$ cat src/design/ffha_pkg.sv
// ----------------------------------------------------------------------------
// ffha_pkg
// Types, control codes and the microprogram of the first-fit heap allocator.
// ----------------------------------------------------------------------------
package ffha_pkg;

    localparam int FIELD_W   = 13;
    localparam int HEADER_W  = 14;
    localparam int STEP_W    = 4;

    localparam logic MODE_ALLOC   = 1'b0;
    localparam logic MODE_RELEASE = 1'b1;

    typedef struct packed {
        logic                   mode;
        logic [FIELD_W-1:0]     request_size;
        logic [FIELD_W-1:0]     release_address;
    } in_word_t;

    typedef struct packed {
        logic [FIELD_W-1:0]     block_address;
        logic                   granted;
        logic [FIELD_W-1:0]     free_count;
        logic [FIELD_W-1:0]     lowest_free_count;
    } out_word_t;

    typedef enum logic [3:0] {
        DP_NONE,
        DP_LATCH,
        DP_CLEAR,
        DP_READ,
        DP_ADV,
        DP_APPEND,
        DP_HIT,
        DP_EMIT,
        DP_REL_ADDR,
        DP_RELEASE
    } dp_op_t;

    typedef enum logic [3:0] {
        CND_ALWAYS,
        CND_IN_VALID,
        CND_MODE,
        CND_REFUSE,
        CND_WALK_END,
        CND_HIT,
        CND_STOP,
        CND_REL_BAD,
        CND_OUT_BUSY
    } cond_t;

    typedef struct packed {
        logic request_valid;
        logic mode_release;
        logic refuse;
        logic walk_end;
        logic hit;
        logic stop;
        logic rel_bad;
        logic out_busy;
    } seq_flags_t;

    typedef struct packed {
        dp_op_t             op;
        cond_t              cond;
        logic               invert;
        logic [STEP_W-1:0]  target;
    } ucode_word_t;

    localparam logic [STEP_W-1:0] STEP_IDLE      = 4'd0;
    localparam logic [STEP_W-1:0] STEP_DISPATCH  = 4'd1;
    localparam logic [STEP_W-1:0] STEP_CHECK     = 4'd2;
    localparam logic [STEP_W-1:0] STEP_TEST      = 4'd3;
    localparam logic [STEP_W-1:0] STEP_EXAMINE   = 4'd4;
    localparam logic [STEP_W-1:0] STEP_ADV       = 4'd5;
    localparam logic [STEP_W-1:0] STEP_APPEND    = 4'd6;
    localparam logic [STEP_W-1:0] STEP_HIT       = 4'd7;
    localparam logic [STEP_W-1:0] STEP_EMIT_WAIT = 4'd8;
    localparam logic [STEP_W-1:0] STEP_EMIT      = 4'd9;
    localparam logic [STEP_W-1:0] STEP_REL_CHK   = 4'd10;
    localparam logic [STEP_W-1:0] STEP_REL_DO    = 4'd11;

    // jump to target when (cond ^ invert), else fall through to the next step
    function automatic ucode_word_t ucode_rom(input logic [STEP_W-1:0] step);
        ucode_word_t w;
        case (step)
            STEP_IDLE:      w = '{DP_LATCH,    CND_IN_VALID, 1'b1, STEP_IDLE};
            STEP_DISPATCH:  w = '{DP_CLEAR,    CND_MODE,     1'b0, STEP_REL_CHK};
            STEP_CHECK:     w = '{DP_NONE,     CND_REFUSE,   1'b0, STEP_EMIT_WAIT};
            STEP_TEST:      w = '{DP_READ,     CND_WALK_END, 1'b0, STEP_APPEND};
            STEP_EXAMINE:   w = '{DP_NONE,     CND_HIT,      1'b0, STEP_HIT};
            STEP_ADV:       w = '{DP_ADV,      CND_STOP,     1'b1, STEP_TEST};
            STEP_APPEND:    w = '{DP_APPEND,   CND_ALWAYS,   1'b0, STEP_EMIT_WAIT};
            STEP_HIT:       w = '{DP_HIT,      CND_ALWAYS,   1'b0, STEP_EMIT_WAIT};
            STEP_EMIT_WAIT: w = '{DP_NONE,     CND_OUT_BUSY, 1'b0, STEP_EMIT_WAIT};
            STEP_EMIT:      w = '{DP_EMIT,     CND_ALWAYS,   1'b0, STEP_IDLE};
            STEP_REL_CHK:   w = '{DP_REL_ADDR, CND_REL_BAD,  1'b0, STEP_EMIT_WAIT};
            STEP_REL_DO:    w = '{DP_RELEASE,  CND_ALWAYS,   1'b0, STEP_EMIT_WAIT};
            default:        w = '{DP_NONE,     CND_ALWAYS,   1'b0, STEP_IDLE};
        endcase
        return w;
    endfunction

endpackage

$ cat src/design/ffha_seq.sv
// ----------------------------------------------------------------------------
// ffha_seq
// Microcode sequencer: step counter, program ROM and conditional jumps.
// ----------------------------------------------------------------------------
module ffha_seq
    import ffha_pkg::*;
(
    input  logic       clk,
    input  logic       rst_n,
    input  seq_flags_t flags,
    output dp_op_t     op
);

    logic [STEP_W-1:0] upc_reg;
    logic [STEP_W-1:0] upc_next;
    ucode_word_t       uword;
    logic              cond_val;

    assign uword = ucode_rom(upc_reg);
    assign op    = uword.op;

    always_comb
    begin
        case (uword.cond)
            CND_ALWAYS:   cond_val = 1'b1;
            CND_IN_VALID: cond_val = flags.request_valid;
            CND_MODE:     cond_val = flags.mode_release;
            CND_REFUSE:   cond_val = flags.refuse;
            CND_WALK_END: cond_val = flags.walk_end;
            CND_HIT:      cond_val = flags.hit;
            CND_STOP:     cond_val = flags.stop;
            CND_REL_BAD:  cond_val = flags.rel_bad;
            CND_OUT_BUSY: cond_val = flags.out_busy;
            default:      cond_val = 1'b1;
        endcase
        upc_next = (cond_val ^ uword.invert) ? uword.target : upc_reg + STEP_W'(1);
    end

    always_ff @(posedge clk or negedge rst_n)
    begin
        if (!rst_n)
        begin
            upc_reg <= STEP_IDLE;
        end
        else
        begin
            upc_reg <= upc_next;
        end
    end

endmodule

$ cat config.mk
export PLATFORM = sky130hd
export DESIGN_NAME = ffha_seq
export DESIGN_NICKNAME = d
export VERILOG_FILES = /design/src/design/ffha_pkg.sv /design/src/design/ffha_seq.sv
export SDC_FILE = /design/constraint.sdc
export NUM_CORES = 1
export LEC_CHECK = 0
export ABC_AREA = 1
export BUFFER_PORTS_ARGS = -buffer_cell sky130_fd_sc_hd__buf_2
export CAP_MARGIN = 20
export CORE_UTILIZATION = 35
export CTS_BUF_LIST = sky130_fd_sc_hd__clkbuf_16
export DETAILED_ROUTE_END_ITERATION = 10
export GPL_ROUTABILITY_DRIVEN = 0
export HOLD_SLACK_MARGIN = 0.06
export PLACE_DENSITY = 0.62
export SYNTH_ARGS = -nofsm -noshare
export SYNTH_HDL_FRONTEND = slang
export SYNTH_SLANG_ARGS = --single-unit
$ cat constraint.sdc
create_clock -name clk -period 2.53 [get_ports clk]
set_clock_uncertainty 0.1 [all_clocks]
set_input_delay 0.253 -clock clk [delete_from_list [all_inputs] [get_ports clk]]
set_output_delay 0.253 -clock clk [all_outputs]
set_load 0.02 [all_outputs]
# [After elaboration in Yosys (flattened, before gate mapping)]
# Memory sizes are Yosys's and may differ from the RTL's.
# Index checks and enable logic that the tools add are counted.
[classes] bitwise=1 eq_ne=8 addsub=1 mux=2
[op_table] cell="equality test 4 x 3 -> 1 bit (second input constant)" count=4
[op_table] cell="equality test 4 x 2 -> 1 bit (second input constant)" count=2
[op_table] cell="case mux 1 bit (8 select lines)" count=1
[op_table] cell="adder 4 x 1 -> 4 bit (second input constant)" count=1
[op_table] cell="equality test 4 x 1 -> 1 bit (second input constant)" count=1
[op_table] cell="equality test 4 bit (second input constant)" count=1
[op_table] cell="two-way mux 4 bit" count=1
[op_table] cell="XOR 1 bit" count=1
[totals] memories=1 input_bits=10 rom_bits=208 wordCells=14 regBits=4
[mem_list] name="(no name shown)" depth=16 word_bits=13 rd=1 rd_ports_with_merged_regs=0 wr=0 line_no="ffha_pkg.sv:86" source="case (step)"

# [Depth between registers and ports, before layout]
# Gate-level depths: netlist of the first run.
# An unclocked memory read counts as a cell.
[logic_depth] depth_word=5 mapped_depth=14 depth_no_buf=14

# [Least setup slack after synthesis of the first run]
# OpenSTA, ideal clock, no wires.
[synth_path] kind="register to register" start="reg upc_reg[0]" end="reg upc_reg[0]" t_arrival_ps=1665 period_less_slack_ps=1883 slack_ps=647 path_buffers=0 path_stages_with_launch=13 t_required_ps=2312 setup_time_ps=118 cell_sequence="dfrtp_1 -> inv_1 -> ha_1 -> nand2_1 -> nand2_2 -> nand2_2 -> nor2_1 -> nand3_1 -> nand2_2 -> nor2_4 -> nand4_1 -> nand3_1 -> nand2_1"
[synth_via] elab_chain_cells=5
[synth_lines] item="from (decl)" line_no="ffha_seq.sv:14" source="logic [STEP_W-1:0] upc_reg;"
[synth_lines] item="from (signal assigned)" line_no="ffha_seq.sv:47" source="upc_reg <= upc_next;"
[synth_lines] item="memory read (16 x 13 bit)"
[synth_lines] item="equality test 4 bit, or another cell as far along" line_no="ffha_seq.sv:24" source="case (uword.cond)"
[synth_lines] item="case mux 1 bit (8 select lines)" line_no="ffha_seq.sv:24"
[synth_lines] item="XOR 1 bit" line_no="ffha_seq.sv:36" source="upc_next = (cond_val ^ uword.invert) ? uword.target : upc_reg + STEP_W'(1);"
[synth_lines] item="two-way mux 4 bit (*)" line_no="ffha_seq.sv:36"
[synth_lines] item="net upc_next[0]" line_no="ffha_seq.sv:15" source="logic [STEP_W-1:0] upc_next;"
# Mark *: on every way through the listed nets, which the timed path passes. The rest lies on a longest branch.

# [Final worst setup path of the first run]
[layout_path] start="reg upc_reg[1]" end="reg upc_reg[1]"
# The elaborated chain is that of the path after synthesis.

==> results_tabular.tex, run 1 <==
\begin{tabular}{lr}
\hline
Metric & Value \\
\hline
\multicolumn{2}{l}{\textbf{Die}} \\
Area of the core & 1750 um2 \\
Height of the die & 45.6 um \\
Die ar. & 2080 um2 \\
Die span in x & 45.6 um \\
Initial core utilization & 38.1\% \\
Top-Level Pins & 14 \\
Std-Cell Rows & 15 \\
\multicolumn{2}{l}{\textbf{Hold path}} \\
Worst Hold Class & input pin to async pin \\
\multicolumn{2}{l}{\textbf{Logic synthesis}} \\
Share of the synthesized area in the top cell type & 15.0\% \\
Main combinational cell family by area after synthesis & simple AND/OR/NAND/NOR gates \\
Post-synthesis instance total & 101 \\
Simple logic cell fraction of the synthesized area & 54.1\% \\
Leading area contributor after synthesis & sky130\_fd\_sc\_hd\_\_dfrtp\_1 \\
Mean area per synthesized cell & 6.59 um2 \\
Post-synthesis cell area & 666 um2 \\
FF+latch count, synth & 4 \\
Seq/Total Area, Yosys & 15.0\% \\
Xor/xnor cell area share of the yosys netlist & 1.32\% \\
Ys Warns & 0 \\
Fraction of the mapped netlist area in compound gates & 10.3\% \\
Multiplexer share of the synthesized area & 0\% \\
Area share of fa/ha/maj cells after synthesis & 9.40\% \\
Synth top area cells & sky130\_fd\_sc\_hd\_\_dfrtp\_1 (15\%), sky130\_fd\_sc\_hd\_\_nand3\_1 (13\%), sky130\_fd\_sc\_hd\_\_nand2\_1 (9.6\%) \\
Count of unique library cells instantiated by Yosys & 24 \\
Mapped Nets & 116 \\
\multicolumn{2}{l}{\textbf{Timing}} \\
Unrepaired setup endpoints after global routing & false \\
Fin Setup TNS & 0 ns \\
Min Tclk post-route & 2.06 ns \\
Number of max-slew violations in the final report & 0 \\
Worst relative slew slack & 70.6\% \\
Number of endpoints failing setup at the final stage & 0 \\
Fraction of the cycle the final worst path needs & 81.5\% \\
Max Clock Freq & 485 MHz \\
Min Hold Slack & 0.271 ns \\
Worst Max-Slew Pin Slew & 0.441 ns \\
Final hold violations & 0 \\
\multicolumn{2}{l}{\textbf{Global routing}} \\
Number of antenna violations at the first check in global routing & 0 \\
Maximum number of pins on one net before global-route repair & 11 \\
Number of global-route vias before repair & 633 \\
First-pass GRT wire length & 2390 um \\
Total global-route track usage & 16.1\% \\
Gr ovfl total & 0 \\
\multicolumn{2}{l}{\textbf{Placed design}} \\
Placed wire-length estimate after detailed placement & 1190 um \\
Number of input and output port buffers inserted & 13 \\
Cell count after placement & 139 \\
\multicolumn{2}{l}{\textbf{Setup path}} \\
Crit start category & flop \\
Type of element capturing the critical path & flop \\
Crit path required time & 2.53 ns \\
Arrival time of the worst setup path & 2.07 ns \\
Crit Path Class & flop to flop \\
Biggest fanout along the worst timing path & 5 \\
\multicolumn{2}{l}{\textbf{Final layout}} \\
Fill cells & 194 \\
Max FFs per register & 4 \\
Nets & 135 \\
Layout cells sized above 1 & 33.9\% \\
Final non-filler cell total & 143 \\
Layout overhead on the synthesized area & 27.3\% \\
Total inserted antenna cells & 0 \\
\multicolumn{2}{l}{\textbf{Outcome}} \\
Result of the run & completed \\
\multicolumn{2}{l}{\textbf{Clocking}} \\
Clock buffer count from CTS & 3 \\
Number of H-tree branching levels & 1 \\
Clock latency on the worst-skew pair & 0.22 ns \\
CTS sink cnt & 4 \\
Clock input transition at the sequential cells of the worst setup and hold paths & 0.03 ns \\
Maximum number of buffers from clock root to sink & 2 \\
Total setup buffers inserted after CTS & 0 \\
Buffer cell driving the clock tree root & sky130\_fd\_sc\_hd\_\_clkbuf\_16 \\
TritonCTS clock tree & done \\
\multicolumn{2}{l}{\textbf{Route}} \\
Final ANT Viol Nets & 0 \\
Vias per inst & 4.99 \\
First-pass iteration count of the detailed router & 4 \\
Routed wire per std cell & 10.3 um \\
Drc violations & 0 \\
Drt first-iter violations & 15 \\
Via count & 714 \\
Routed WL & 1480 um \\
\multicolumn{2}{l}{\textbf{Run}} \\
Max-cap violations & 0 \\
\hline
\end{tabular}
==> synth_stat cells <==
| master | n |
|---|---|
| sky130_fd_sc_hd__nand2_4 | 1 |
| sky130_fd_sc_hd__xor2_1 | 1 |
| sky130_fd_sc_hd__nand3_2 | 5 |
| sky130_fd_sc_hd__inv_1 | 11 |
| sky130_fd_sc_hd__nor2_1 | 6 |
| sky130_fd_sc_hd__nand3b_1 | 1 |
| sky130_fd_sc_hd__a21oi_1 | 3 |
| sky130_fd_sc_hd__nor2_4 | 3 |
| sky130_fd_sc_hd__nor2_2 | 2 |
| sky130_fd_sc_hd__buf_4 | 1 |
| sky130_fd_sc_hd__ha_1 | 5 |
| sky130_fd_sc_hd__nand4_1 | 2 |
| sky130_fd_sc_hd__nand2_1 | 17 |
| sky130_fd_sc_hd__dfrtp_1 | 4 |
| sky130_fd_sc_hd__nand3_1 | 17 |
| sky130_fd_sc_hd__o21ai_1 | 2 |
| sky130_fd_sc_hd__inv_4 | 2 |
| sky130_fd_sc_hd__nand2_2 | 9 |
| sky130_fd_sc_hd__o21ai_0 | 3 |
| sky130_fd_sc_hd__o21bai_1 | 1 |
| sky130_fd_sc_hd__o32ai_1 | 1 |
| sky130_fd_sc_hd__inv_2 | 1 |
| sky130_fd_sc_hd__nor3_1 | 1 |
| sky130_fd_sc_hd__o22ai_1 | 2 |
==> placed cells by master (no fill, tap or decap), types with 4 or more instances in the layout <==
master and n:
sky130_fd_sc_hd__nand2_1 17, sky130_fd_sc_hd__nand3_1 17, sky130_fd_sc_hd__buf_2 13, sky130_fd_sc_hd__inv_1 11, sky130_fd_sc_hd__nand2_2 9, sky130_fd_sc_hd__nor2_1 6
sky130_fd_sc_hd__nand3_2 5, sky130_fd_sc_hd__ha_1 5, sky130_fd_sc_hd__dfrtp_1 4
==> through the flow <==
step	setup WS, ns	area (um2)	utilization, %
finish	0.467	847	48.5
floorplan	0.647	666	-
global route	0.276	847	48.5
global placement	0.471	762	43.7
detailed placement	0.472	762	43.7
CTS	0.462	847	48.5
==> worst paths after layout <==
check / start / endpoint / slack [ns] / depth (start not counted)
worst max-delay path: upc_reg[1]$_DFF_PN0_ / upc_reg[1]$_DFF_PN0_ / 0.47 / 12
worst min-delay path: rst_n / upc_reg[2]$_DFF_PN0_ / 0.27 / 2
worst max register to register: upc_reg[1]$_DFF_PN0_ / upc_reg[1]$_DFF_PN0_ / 0.47 / 12
worst min register to register: upc_reg[1]$_DFF_PN0_ / upc_reg[1]$_DFF_PN0_ / 0.67 / 5
max in group asynchronous: rst_n / upc_reg[1]$_DFF_PN0_ / 1.95 / 2
min in group clk: flags[4] / upc_reg[2]$_DFF_PN0_ / 0.53 / 7
==> cells by family after synthesis <==
| kind of cell | Yosys count |
|---|---|
| adders and majority gates | 5 |
| DFF | 4 |
| xor gates and xnor gates | 1 |
| AOI/OAI and AO/OA | 12 |
| buffers and inverters | 15 |
| and+or+nand+nor | 64 |
==> layer usage <==
metal | vias up | share of wire (%) | GRT usage [%]
li1 | 370 | - | -
met1 | 320 | 44 | 18.1
met2 | 22 | 51 | 28.6
met3 | 2 | 3.1 | 2.38
met4 | 0 | 1.2 | 9.09
met5 | - | 0 | 0
==> repair_timing <==
| item | CTS | global route |
|---|---|---|
| endpoints found under the setup margin | 0 | 0 |
| gates resized for setup | 0 | 0 |
| endpoints found under the hold margin | 4 | 0 |
| hold buffers | 1 | 0 |
==> critical path: stages (launching register included) <==
cell and delay (ns):
sky130_fd_sc_hd__dfrtp_1 0.40, sky130_fd_sc_hd__inv_1 0.16, sky130_fd_sc_hd__ha_1 0.27, sky130_fd_sc_hd__nand2_1 0.11
sky130_fd_sc_hd__nand2_2 0.08, sky130_fd_sc_hd__nand2_2 0.07, sky130_fd_sc_hd__nor2_1 0.06, sky130_fd_sc_hd__nand3_1 0.11
sky130_fd_sc_hd__nand2_2 0.07, sky130_fd_sc_hd__nor2_4 0.14, sky130_fd_sc_hd__nand4_1 0.18, sky130_fd_sc_hd__nand3_1 0.13
sky130_fd_sc_hd__nand2_1 0.07
==> cell type report <==
class                      instances  area (um2)  share of cell area, %
sequential                         4         100                   11.8
multi-input combinational         82         500                   59.1
clock buffer                       3        75.1                   8.86
timing repair buffer              15        82.6                   9.75
tap                               25        31.3                   3.69
inverter                          14        57.6                   6.79
Power of run 1 is left out: the tool's default activity adds up to more than one toggle a clock period on the data nets, which glitch-free logic cannot reach.
==> run 2, diff against run 1 <==
- ABC_AREA: 1 -> 0
- PLACE_DENSITY: 0.62 -> 0.63
- clock period: 2.53 -> 1.8 ns (I/O delays scaled with it)
==> run 2 against run 1 <==
  * Via count rose by 30%
  * The run now ends with setup timing left
  * Register-to-register slack got worse by 1.2 ns
  * Hold slack got worse by 0.080 ns
  * Synthesized area rose by 17%
  * Cell area rose by 57%
  * Fmax fell by 18%
  * Die area rose by 16%
==> results_tabular.tex, run 2 <==
\begin{tabular}{lr}
\hline
Metric & Value \\
\hline
\multicolumn{2}{l}{\textbf{Outcome}} \\
Result of the run & finished, violations left \\
Violated checks & setup timing \\
\multicolumn{2}{l}{\textbf{Clocking}} \\
Clock buffer count from CTS & 3 \\
Buffer cell driving the clock tree root & sky130\_fd\_sc\_hd\_\_clkbuf\_16 \\
Number of H-tree branching levels & 1 \\
Clock input transition at the sequential cells of the worst setup and hold paths & 0.03 ns \\
Maximum number of buffers from clock root to sink & 2 \\
TritonCTS clock tree & done \\
CTS sink cnt & 4 \\
Clock latency on the worst-skew pair & 0.22 ns \\
\multicolumn{2}{l}{\textbf{Setup path}} \\
Cell with the biggest individual delay on the critical path & sky130\_fd\_sc\_hd\_\_or4b\_4 \\
Crit start category & flop \\
Worst setup slack for register-to-register paths & -0.70 ns \\
Startpoint of the worst setup timing path & upc\_reg[0]\$\_DFF\_PN0\_ \\
Crit Path Class & flop to flop \\
Crit path required time & 1.80 ns \\
Worst Reg2Reg Path Length in Cells & 9 \\
Arrival time of the worst setup path & 2.51 ns \\
Reg-to-reg endpoint & upc\_reg[1]\$\_DFF\_PN0\_ \\
Type of element capturing the critical path & flop \\
Largest delay contributor family on the critical path & simple AND/OR/NAND/NOR gates \\
Logic depth of the worst setup path including buffers & 9 \\
Critical path, cell by cell & inv\_6 > ha\_4 > or4b\_4 > nand3\_4 > o21ai\_2 > a32oi\_2 > nand3\_4 > xnor2\_2 > mux2\_4 \\
Slowest Stage Delay on Critical Path & 0.48 ns \\
Most Frequent Cell on Critical Path & sky130\_fd\_sc\_hd\_\_nand3\_4 \\
Critical register-to-register path startpoint & upc\_reg[0]\$\_DFF\_PN0\_ \\
Critical path destination & upc\_reg[1]\$\_DFF\_PN0\_ \\
Biggest fanout along the worst timing path & 4 \\
Number of buffer and inverter instances along the worst setup path & 1 \\
\multicolumn{2}{l}{\textbf{Logic synthesis}} \\
Simple logic cell fraction of the synthesized area & 31.0\% \\
Number of enable-type register cells in the synthesized netlist & 0 \\
Share of the synthesized area in the top cell type & 12.9\% \\
Area share of fa/ha/maj cells after synthesis & 8.04\% \\
Post-synthesis instance total & 97 \\
Xor/xnor cell area share of the yosys netlist & 3.22\% \\
Multiplexer share of the synthesized area & 5.31\% \\
FF+latch count, synth & 4 \\
Share of synthesized flip-flops with an asynchronous set or reset & 100\% \\
Main combinational cell family by area after synthesis & compound AO/OA/AOI/OAI gates \\
Fraction of the mapped netlist area in compound gates & 31.8\% \\
Seq/Total Area, Yosys & 12.9\% \\
Main flop type after synthesis & sky130\_fd\_sc\_hd\_\_dfrtp\_1 \\
Ys Warns & 0 \\
Mean area per synthesized cell & 8.02 um2 \\
Synth top area cells & sky130\_fd\_sc\_hd\_\_dfrtp\_1 (13\%), sky130\_fd\_sc\_hd\_\_ha\_1 (8.0\%), sky130\_fd\_sc\_hd\_\_a32oi\_2 (4.2\%) \\
Leading area contributor after synthesis & sky130\_fd\_sc\_hd\_\_dfrtp\_1 \\
Commonest cells post-synth & sky130\_fd\_sc\_hd\_\_a21oi\_1 (6), sky130\_fd\_sc\_hd\_\_inv\_1 (6), sky130\_fd\_sc\_hd\_\_o21ai\_0 (6) \\
Mapped Nets & 112 \\
Post-synthesis cell area & 778 um2 \\
Count of unique library cells instantiated by Yosys & 47 \\
\multicolumn{2}{l}{\textbf{Global routing}} \\
First-pass GRT wire length & 3710 um \\
Number of global-route vias before repair & 827 \\
Total global-route track usage & 20.3\% \\
Maximum number of pins on one net before global-route repair & 16 \\
Number of antenna violations at the first check in global routing & 0 \\
Gr ovfl total & 0 \\
\multicolumn{2}{l}{\textbf{Power and ir drop}} \\
Power density over cell area & 2560 nW/um2 \\
Static leakage power & 0.618 nW \\
Largest voltage drop on the vdd net & 0.00169 V \\
\multicolumn{2}{l}{\textbf{Route}} \\
First-pass iteration count of the detailed router & 4 \\
Via count & 927 \\
Drc violations & 0 \\
Final ANT Viol Nets & 0 \\
Vias per inst & 5.39 \\
Routed wire per std cell & 14.3 um \\
Routed WL & 2450 um \\
Drt first-iter violations & 14 \\
\multicolumn{2}{l}{\textbf{Final layout}} \\
Layout cells sized above 1 & 51.0\% \\
Top library cells by usage in the layout, fill and taps aside & sky130\_fd\_sc\_hd\_\_buf\_4 (35), sky130\_fd\_sc\_hd\_\_buf\_2 (11), sky130\_fd\_sc\_hd\_\_o21ai\_0 (6) \\
Total inserted antenna cells & 0 \\
Nets & 162 \\
Max FFs per register & 4 \\
Layout overhead on the synthesized area & 71.2\% \\
Leading cell type in the layout, fill and taps excluded & sky130\_fd\_sc\_hd\_\_buf\_4 \\
\multicolumn{2}{l}{\textbf{Hold path}} \\
Worst Hold Class & input pin to async pin \\
\multicolumn{2}{l}{\textbf{Timing}} \\
Number of endpoints failing setup at the final stage & 8 \\
Fraction of the cycle the final worst path needs & 139\% \\
Fin Setup TNS & -3.00 ns \\
Min Tclk post-route & 2.50 ns \\
Worst relative slew slack & 79.7\% \\
Final setup slack of the worst path & -0.703 ns \\
Worst Max-Slew Pin Slew & 0.303 ns \\
Number of max-slew violations in the final report & 0 \\
Unrepaired setup endpoints after global routing & true \\
Max Clock Freq & 400 MHz \\
Final hold violations & 0 \\
\multicolumn{2}{l}{\textbf{Run}} \\
Max-cap violations & 0 \\
\multicolumn{2}{l}{\textbf{Die}} \\
Initial core utilization & 38.5\% \\
Height of the die & 49.2 um \\
Die ar. & 2420 um2 \\
Area of the core & 2020 um2 \\
Std-Cell Rows & 16 \\
Die span in x & 49.2 um \\
Top-Level Pins & 14 \\
\multicolumn{2}{l}{\textbf{Placed design}} \\
Number of input and output port buffers inserted & 13 \\
Placed wire-length estimate after detailed placement & 1810 um \\
Worst slack at placement & -0.728 ns \\
\hline
\end{tabular}
==> run 2: changes by cell type after synthesis, moves of 4 or more <==
| cell | before | now |
|---|---|---|
| sky130_fd_sc_hd__nand3_1 | 17 | 0 |
| sky130_fd_sc_hd__inv_1 | 11 | 6 |
| sky130_fd_sc_hd__nand3_2 | 5 | 1 |
| sky130_fd_sc_hd__nand2_1 | 17 | 5 |
| sky130_fd_sc_hd__nor2b_1 | 0 | 5 |
| sky130_fd_sc_hd__nand2_2 | 9 | 0 |
| sky130_fd_sc_hd__nand2b_1 | 0 | 4 |
==> run 2: worst min path at each step <==
stage	endpoint	slack, ns
final	upc_reg[1]$_DFF_PN0_	0.19
after global routing	upc_reg[1]$_DFF_PN0_	0.19
after CTS	upc_reg[3]$_DFF_PN0_	0.19
after detailed placement	upc_reg[0]$_DFF_PN0_	-0.11
after global placement	upc_reg[2]$_DFF_PN0_	-0.12
after floorplan	upc_reg[0]$_DFF_PN0_	-0.22
==> run 2: stage by stage <==
stage	total power [mW]	utilization (%)	cells	instance area (um2)	hold WS, ns
2_1_floorplan	1.70	-	97	806	-0.216
3_3_place_gp	2.57	54.6	163	1100	-0.116
3_5_place_dp	2.64	54.6	163	1100	-0.113
4_1_cts	3.06	59.8	168	1210	0.190
5_1_grt	3.63	65.9	172	1330	0.193
6_report	3.41	65.9	172	1330	0.191
==> run 2: timing repair <==
action,CTS,global route
gates resized for setup,6,15
endpoints found under the hold margin,4,0
pin swaps,5,2
setup endpoints to repair,8,8
hold buffers,1,0
setup buffers,1,5
cloned,0,0
==> run 2: routing by layer <==
| metal | vias to the layer above | share of wire, % | track usage [%] |
|---|---|---|---|
| met5 | - | 0 | 0 |
| met4 | 0 | 0.90 | 8.82 |
| met3 | 2 | 2.7 | 1.87 |
| met1 | 443 | 46 | 25.8 |
| met2 | 22 | 50 | 34.5 |
| li1 | 460 | - | - |
==> run 2: cell type report <==
| cell class | instances | area, um2 |
|---|---|---|
| multi-input cells | 80 | 698 |
| fillers | 168 | 689 |
| repair buffers | 52 | 397 |
| flip-flops and latches | 4 | 101 |
| clock buffers | 3 | 75.1 |
| well taps | 27 | 33.8 |
| inverters | 6 | 27.5 |
==> run 2: power by group <==
part           switching [mW]  internal [mW]  leakage (nW)
Clock                  0.0600          0.284        0.0370
Combinational            1.28           1.58         0.532
Sequential             0.0635          0.144        0.0492
Total                    1.40           2.01         0.618
==> run 2: kinds of logic (layout without fill, tap and decap cells) <==
family,count (synthesis),in the layout
adders and majority gates,5,5
DFF,4,4
xor gates and xnor gates,2,2
muxes,4,4
AOI/OAI and AO/OA,33,33
buffers and inverters,13,61
and+or+nand+nor,36,36
Note: power is estimated with default switching activity, not from simulation.
==> run 3, diff against run 2 <==
- ABC_AREA: 0 -> 1
- PLACE_DENSITY: 0.63 -> 0.64
==> run 3 against run 2 <==
  * The flow still finishes with violations (setup timing)
  * Register-to-register slack better by 0.50 ns
  * Cell area down 7.0%
  * Fmax is 25% higher
  * Hold slack improved by 0.0025 ns
==> results_tabular.tex, run 3 (synthesis results as in run 1) <==
\begin{tabular}{lr}
\hline
Metric & Value \\
\hline
\multicolumn{2}{l}{\textbf{Final layout}} \\
Final non-filler cell total & 166 \\
Layout overhead on the synthesized area & 86.1\% \\
Total inserted antenna cells & 0 \\
Layout cells sized above 1 & 65.2\% \\
Top library cells by usage in the layout, fill and taps aside & sky130\_fd\_sc\_hd\_\_buf\_4 (24), sky130\_fd\_sc\_hd\_\_nand3\_1 (12), sky130\_fd\_sc\_hd\_\_nand2\_2 (11), sky130\_fd\_sc\_hd\_\_buf\_2 (11), sky130\_fd\_sc\_hd\_\_nand2\_1 (10) \\
Finished Core Util & 71.0\% \\
Max FFs per register & 4 \\
Leading cell type in the layout, fill and taps excluded & sky130\_fd\_sc\_hd\_\_buf\_4 \\
Nets & 158 \\
\multicolumn{2}{l}{\textbf{Setup path}} \\
Critical path, cell by cell & inv\_4 > ha\_4 > nand2\_4 > nand2\_4 > nand2\_4 > nand2\_4 > nor2\_4 > o21bai\_1 > nand3\_2 > nand3\_2 > nand2\_1 > nand3\_1 > nand2\_1 \\
Crit path required time & 1.80 ns \\
Biggest fanout along the worst timing path & 5 \\
Cell with the biggest individual delay on the critical path & sky130\_fd\_sc\_hd\_\_dfrtp\_1 \\
Arrival time of the worst setup path & 2.00 ns \\
Crit Path Class & flop to flop \\
Crit start category & flop \\
Slowest Stage Delay on Critical Path & 0.41 ns \\
Most Frequent Cell on Critical Path & sky130\_fd\_sc\_hd\_\_nand2\_4 \\
Type of element capturing the critical path & flop \\
\multicolumn{2}{l}{\textbf{Placed design}} \\
Cell count after placement & 155 \\
Placed wire-length estimate after detailed placement & 1480 um \\
Number of input and output port buffers inserted & 13 \\
\multicolumn{2}{l}{\textbf{Die}} \\
Height of the die & 45.6 um \\
Std-Cell Rows & 15 \\
Die ar. & 2080 um2 \\
Area of the core & 1750 um2 \\
Initial core utilization & 38.1\% \\
Die span in x & 45.6 um \\
Top-Level Pins & 14 \\
\multicolumn{2}{l}{\textbf{Global routing}} \\
Total global-route track usage & 22.7\% \\
Gr ovfl total & 0 \\
Number of global-route vias before repair & 778 \\
Number of antenna violations at the first check in global routing & 0 \\
First-pass GRT wire length & 3350 um \\
Maximum number of pins on one net before global-route repair & 8 \\
\multicolumn{2}{l}{\textbf{Run}} \\
Max-cap violations & 0 \\
\multicolumn{2}{l}{\textbf{Timing}} \\
Fraction of the cycle the final worst path needs & 111\% \\
Final hold violations & 0 \\
Fin Setup TNS & -0.719 ns \\
Min Hold Slack & 0.194 ns \\
Unrepaired setup endpoints after global routing & true \\
Max Clock Freq & 499 MHz \\
Final setup slack of the worst path & -0.202 ns \\
Worst relative slew slack & 77.6\% \\
Worst Max-Slew Pin Slew & 0.337 ns \\
Number of endpoints failing setup at the final stage & 4 \\
Number of max-slew violations in the final report & 0 \\
Min Tclk post-route & 2.00 ns \\
\multicolumn{2}{l}{\textbf{Route}} \\
Sum of met2 wire segment lengths after detailed routing & 1190 um \\
Topmost layer with routed signal wires & met4 \\
Final ANT Viol Nets & 0 \\
Vias per inst & 5.13 \\
Routed wire per std cell & 13.4 um \\
Drt first-iter violations & 11 \\
First-pass iteration count of the detailed router & 4 \\
Met3 layer wire length in the routed design & 33 um \\
Via count & 852 \\
Drc violations & 0 \\
Met1 Wirelength & 963 um \\
Routed WL & 2230 um \\
\multicolumn{2}{l}{\textbf{Clocking}} \\
Maximum number of buffers from clock root to sink & 2 \\
Clock latency on the worst-skew pair & 0.22 ns \\
CTS sink cnt & 4 \\
Clock input transition at the sequential cells of the worst setup and hold paths & 0.03 ns \\
TritonCTS clock tree & done \\
Clock buffer count from CTS & 3 \\
Number of H-tree branching levels & 1 \\
Buffer cell driving the clock tree root & sky130\_fd\_sc\_hd\_\_clkbuf\_16 \\
\multicolumn{2}{l}{\textbf{Hold path}} \\
Worst Hold Class & input pin to async pin \\
\multicolumn{2}{l}{\textbf{Outcome}} \\
Result of the run & finished, violations left \\
Violated checks & setup timing \\
\hline
\end{tabular}
==> run 3: cell types whose count changed in the layout (fill, tap and decap cells not counted), sizes merged, moves of 3 or more <==
cell | previous run | this run
nand2b | 4 | 0
and2 | 3 | 0
inv | 6 | 14
a21oi | 6 | 3
nor2b | 5 | 0
mux2i | 3 | 0
nand2 | 5 | 27
and3 | 3 | 0
nor2 | 3 | 11
buf | 51 | 37
nand3 | 2 | 22
==> run 3: critical path: cells and delay by family (launching register included) <==
family                     cells  cell delay [ns]
DFF                            1             0.41
adders and majority gates      1             0.29
and+or+nand+nor               10             0.82
AOI/OAI and AO/OA              1             0.15
buffers and inverters          1             0.09
==> run 3: per-stage QoR <==
stage / cell area (um2) / worst slack (ns)
after detailed placement: 897 / -0.204
after global placement: 897 / -0.195
final: 1240 / -0.202
after floorplan: 681 / 0.00712
after global routing: 1240 / -0.282
after CTS: 1050 / -0.175
==> run 3: what timing repair did <==
item                                    CTS  global route
gates resized for setup                   8            42
setup buffers                             6             2
endpoints found under the hold margin     4             0
hold buffers                              1             0
endpoints found under the setup margin    4             6
pin swaps                                15            19
==> run 3: area by class of cell <==
class,instances,area [um2]
multi-input combinational,82,692
fill,127,507
timing repair buffer,38,268
sequential,4,103
clock buffer,3,75.1
inverter,14,70.1
tap,25,31.3
==> run 3: per-layer routing <==
layer,track usage [%],vias up
li1,-,418
met1,27.2,415
met2,38.3,15
met3,3.17,4
met4,13.3,0
met5,0,-
==> run 3: path summary, 6_finish.rpt <==
check | startpoint | to | slack [ns] | cells after the start
hold reg to reg | upc_reg[1]$_DFF_PN0_ | upc_reg[1]$_DFF_PN0_ | 0.69 | 5
setup / recovery | upc_reg[0]$_DFF_PN0_ | upc_reg[2]$_DFF_PN0_ | -0.20 | 13
hold / removal | rst_n | upc_reg[0]$_DFF_PN0_ | 0.19 | 2
max in group asynchronous | rst_n | upc_reg[2]$_DFF_PN0_ | 1.28 | 2
setup reg to reg | upc_reg[0]$_DFF_PN0_ | upc_reg[2]$_DFF_PN0_ | -0.20 | 13
min in group clk | flags[1] | upc_reg[2]$_DFF_PN0_ | 0.44 | 8
Power of run 3 is left out for the same reason.
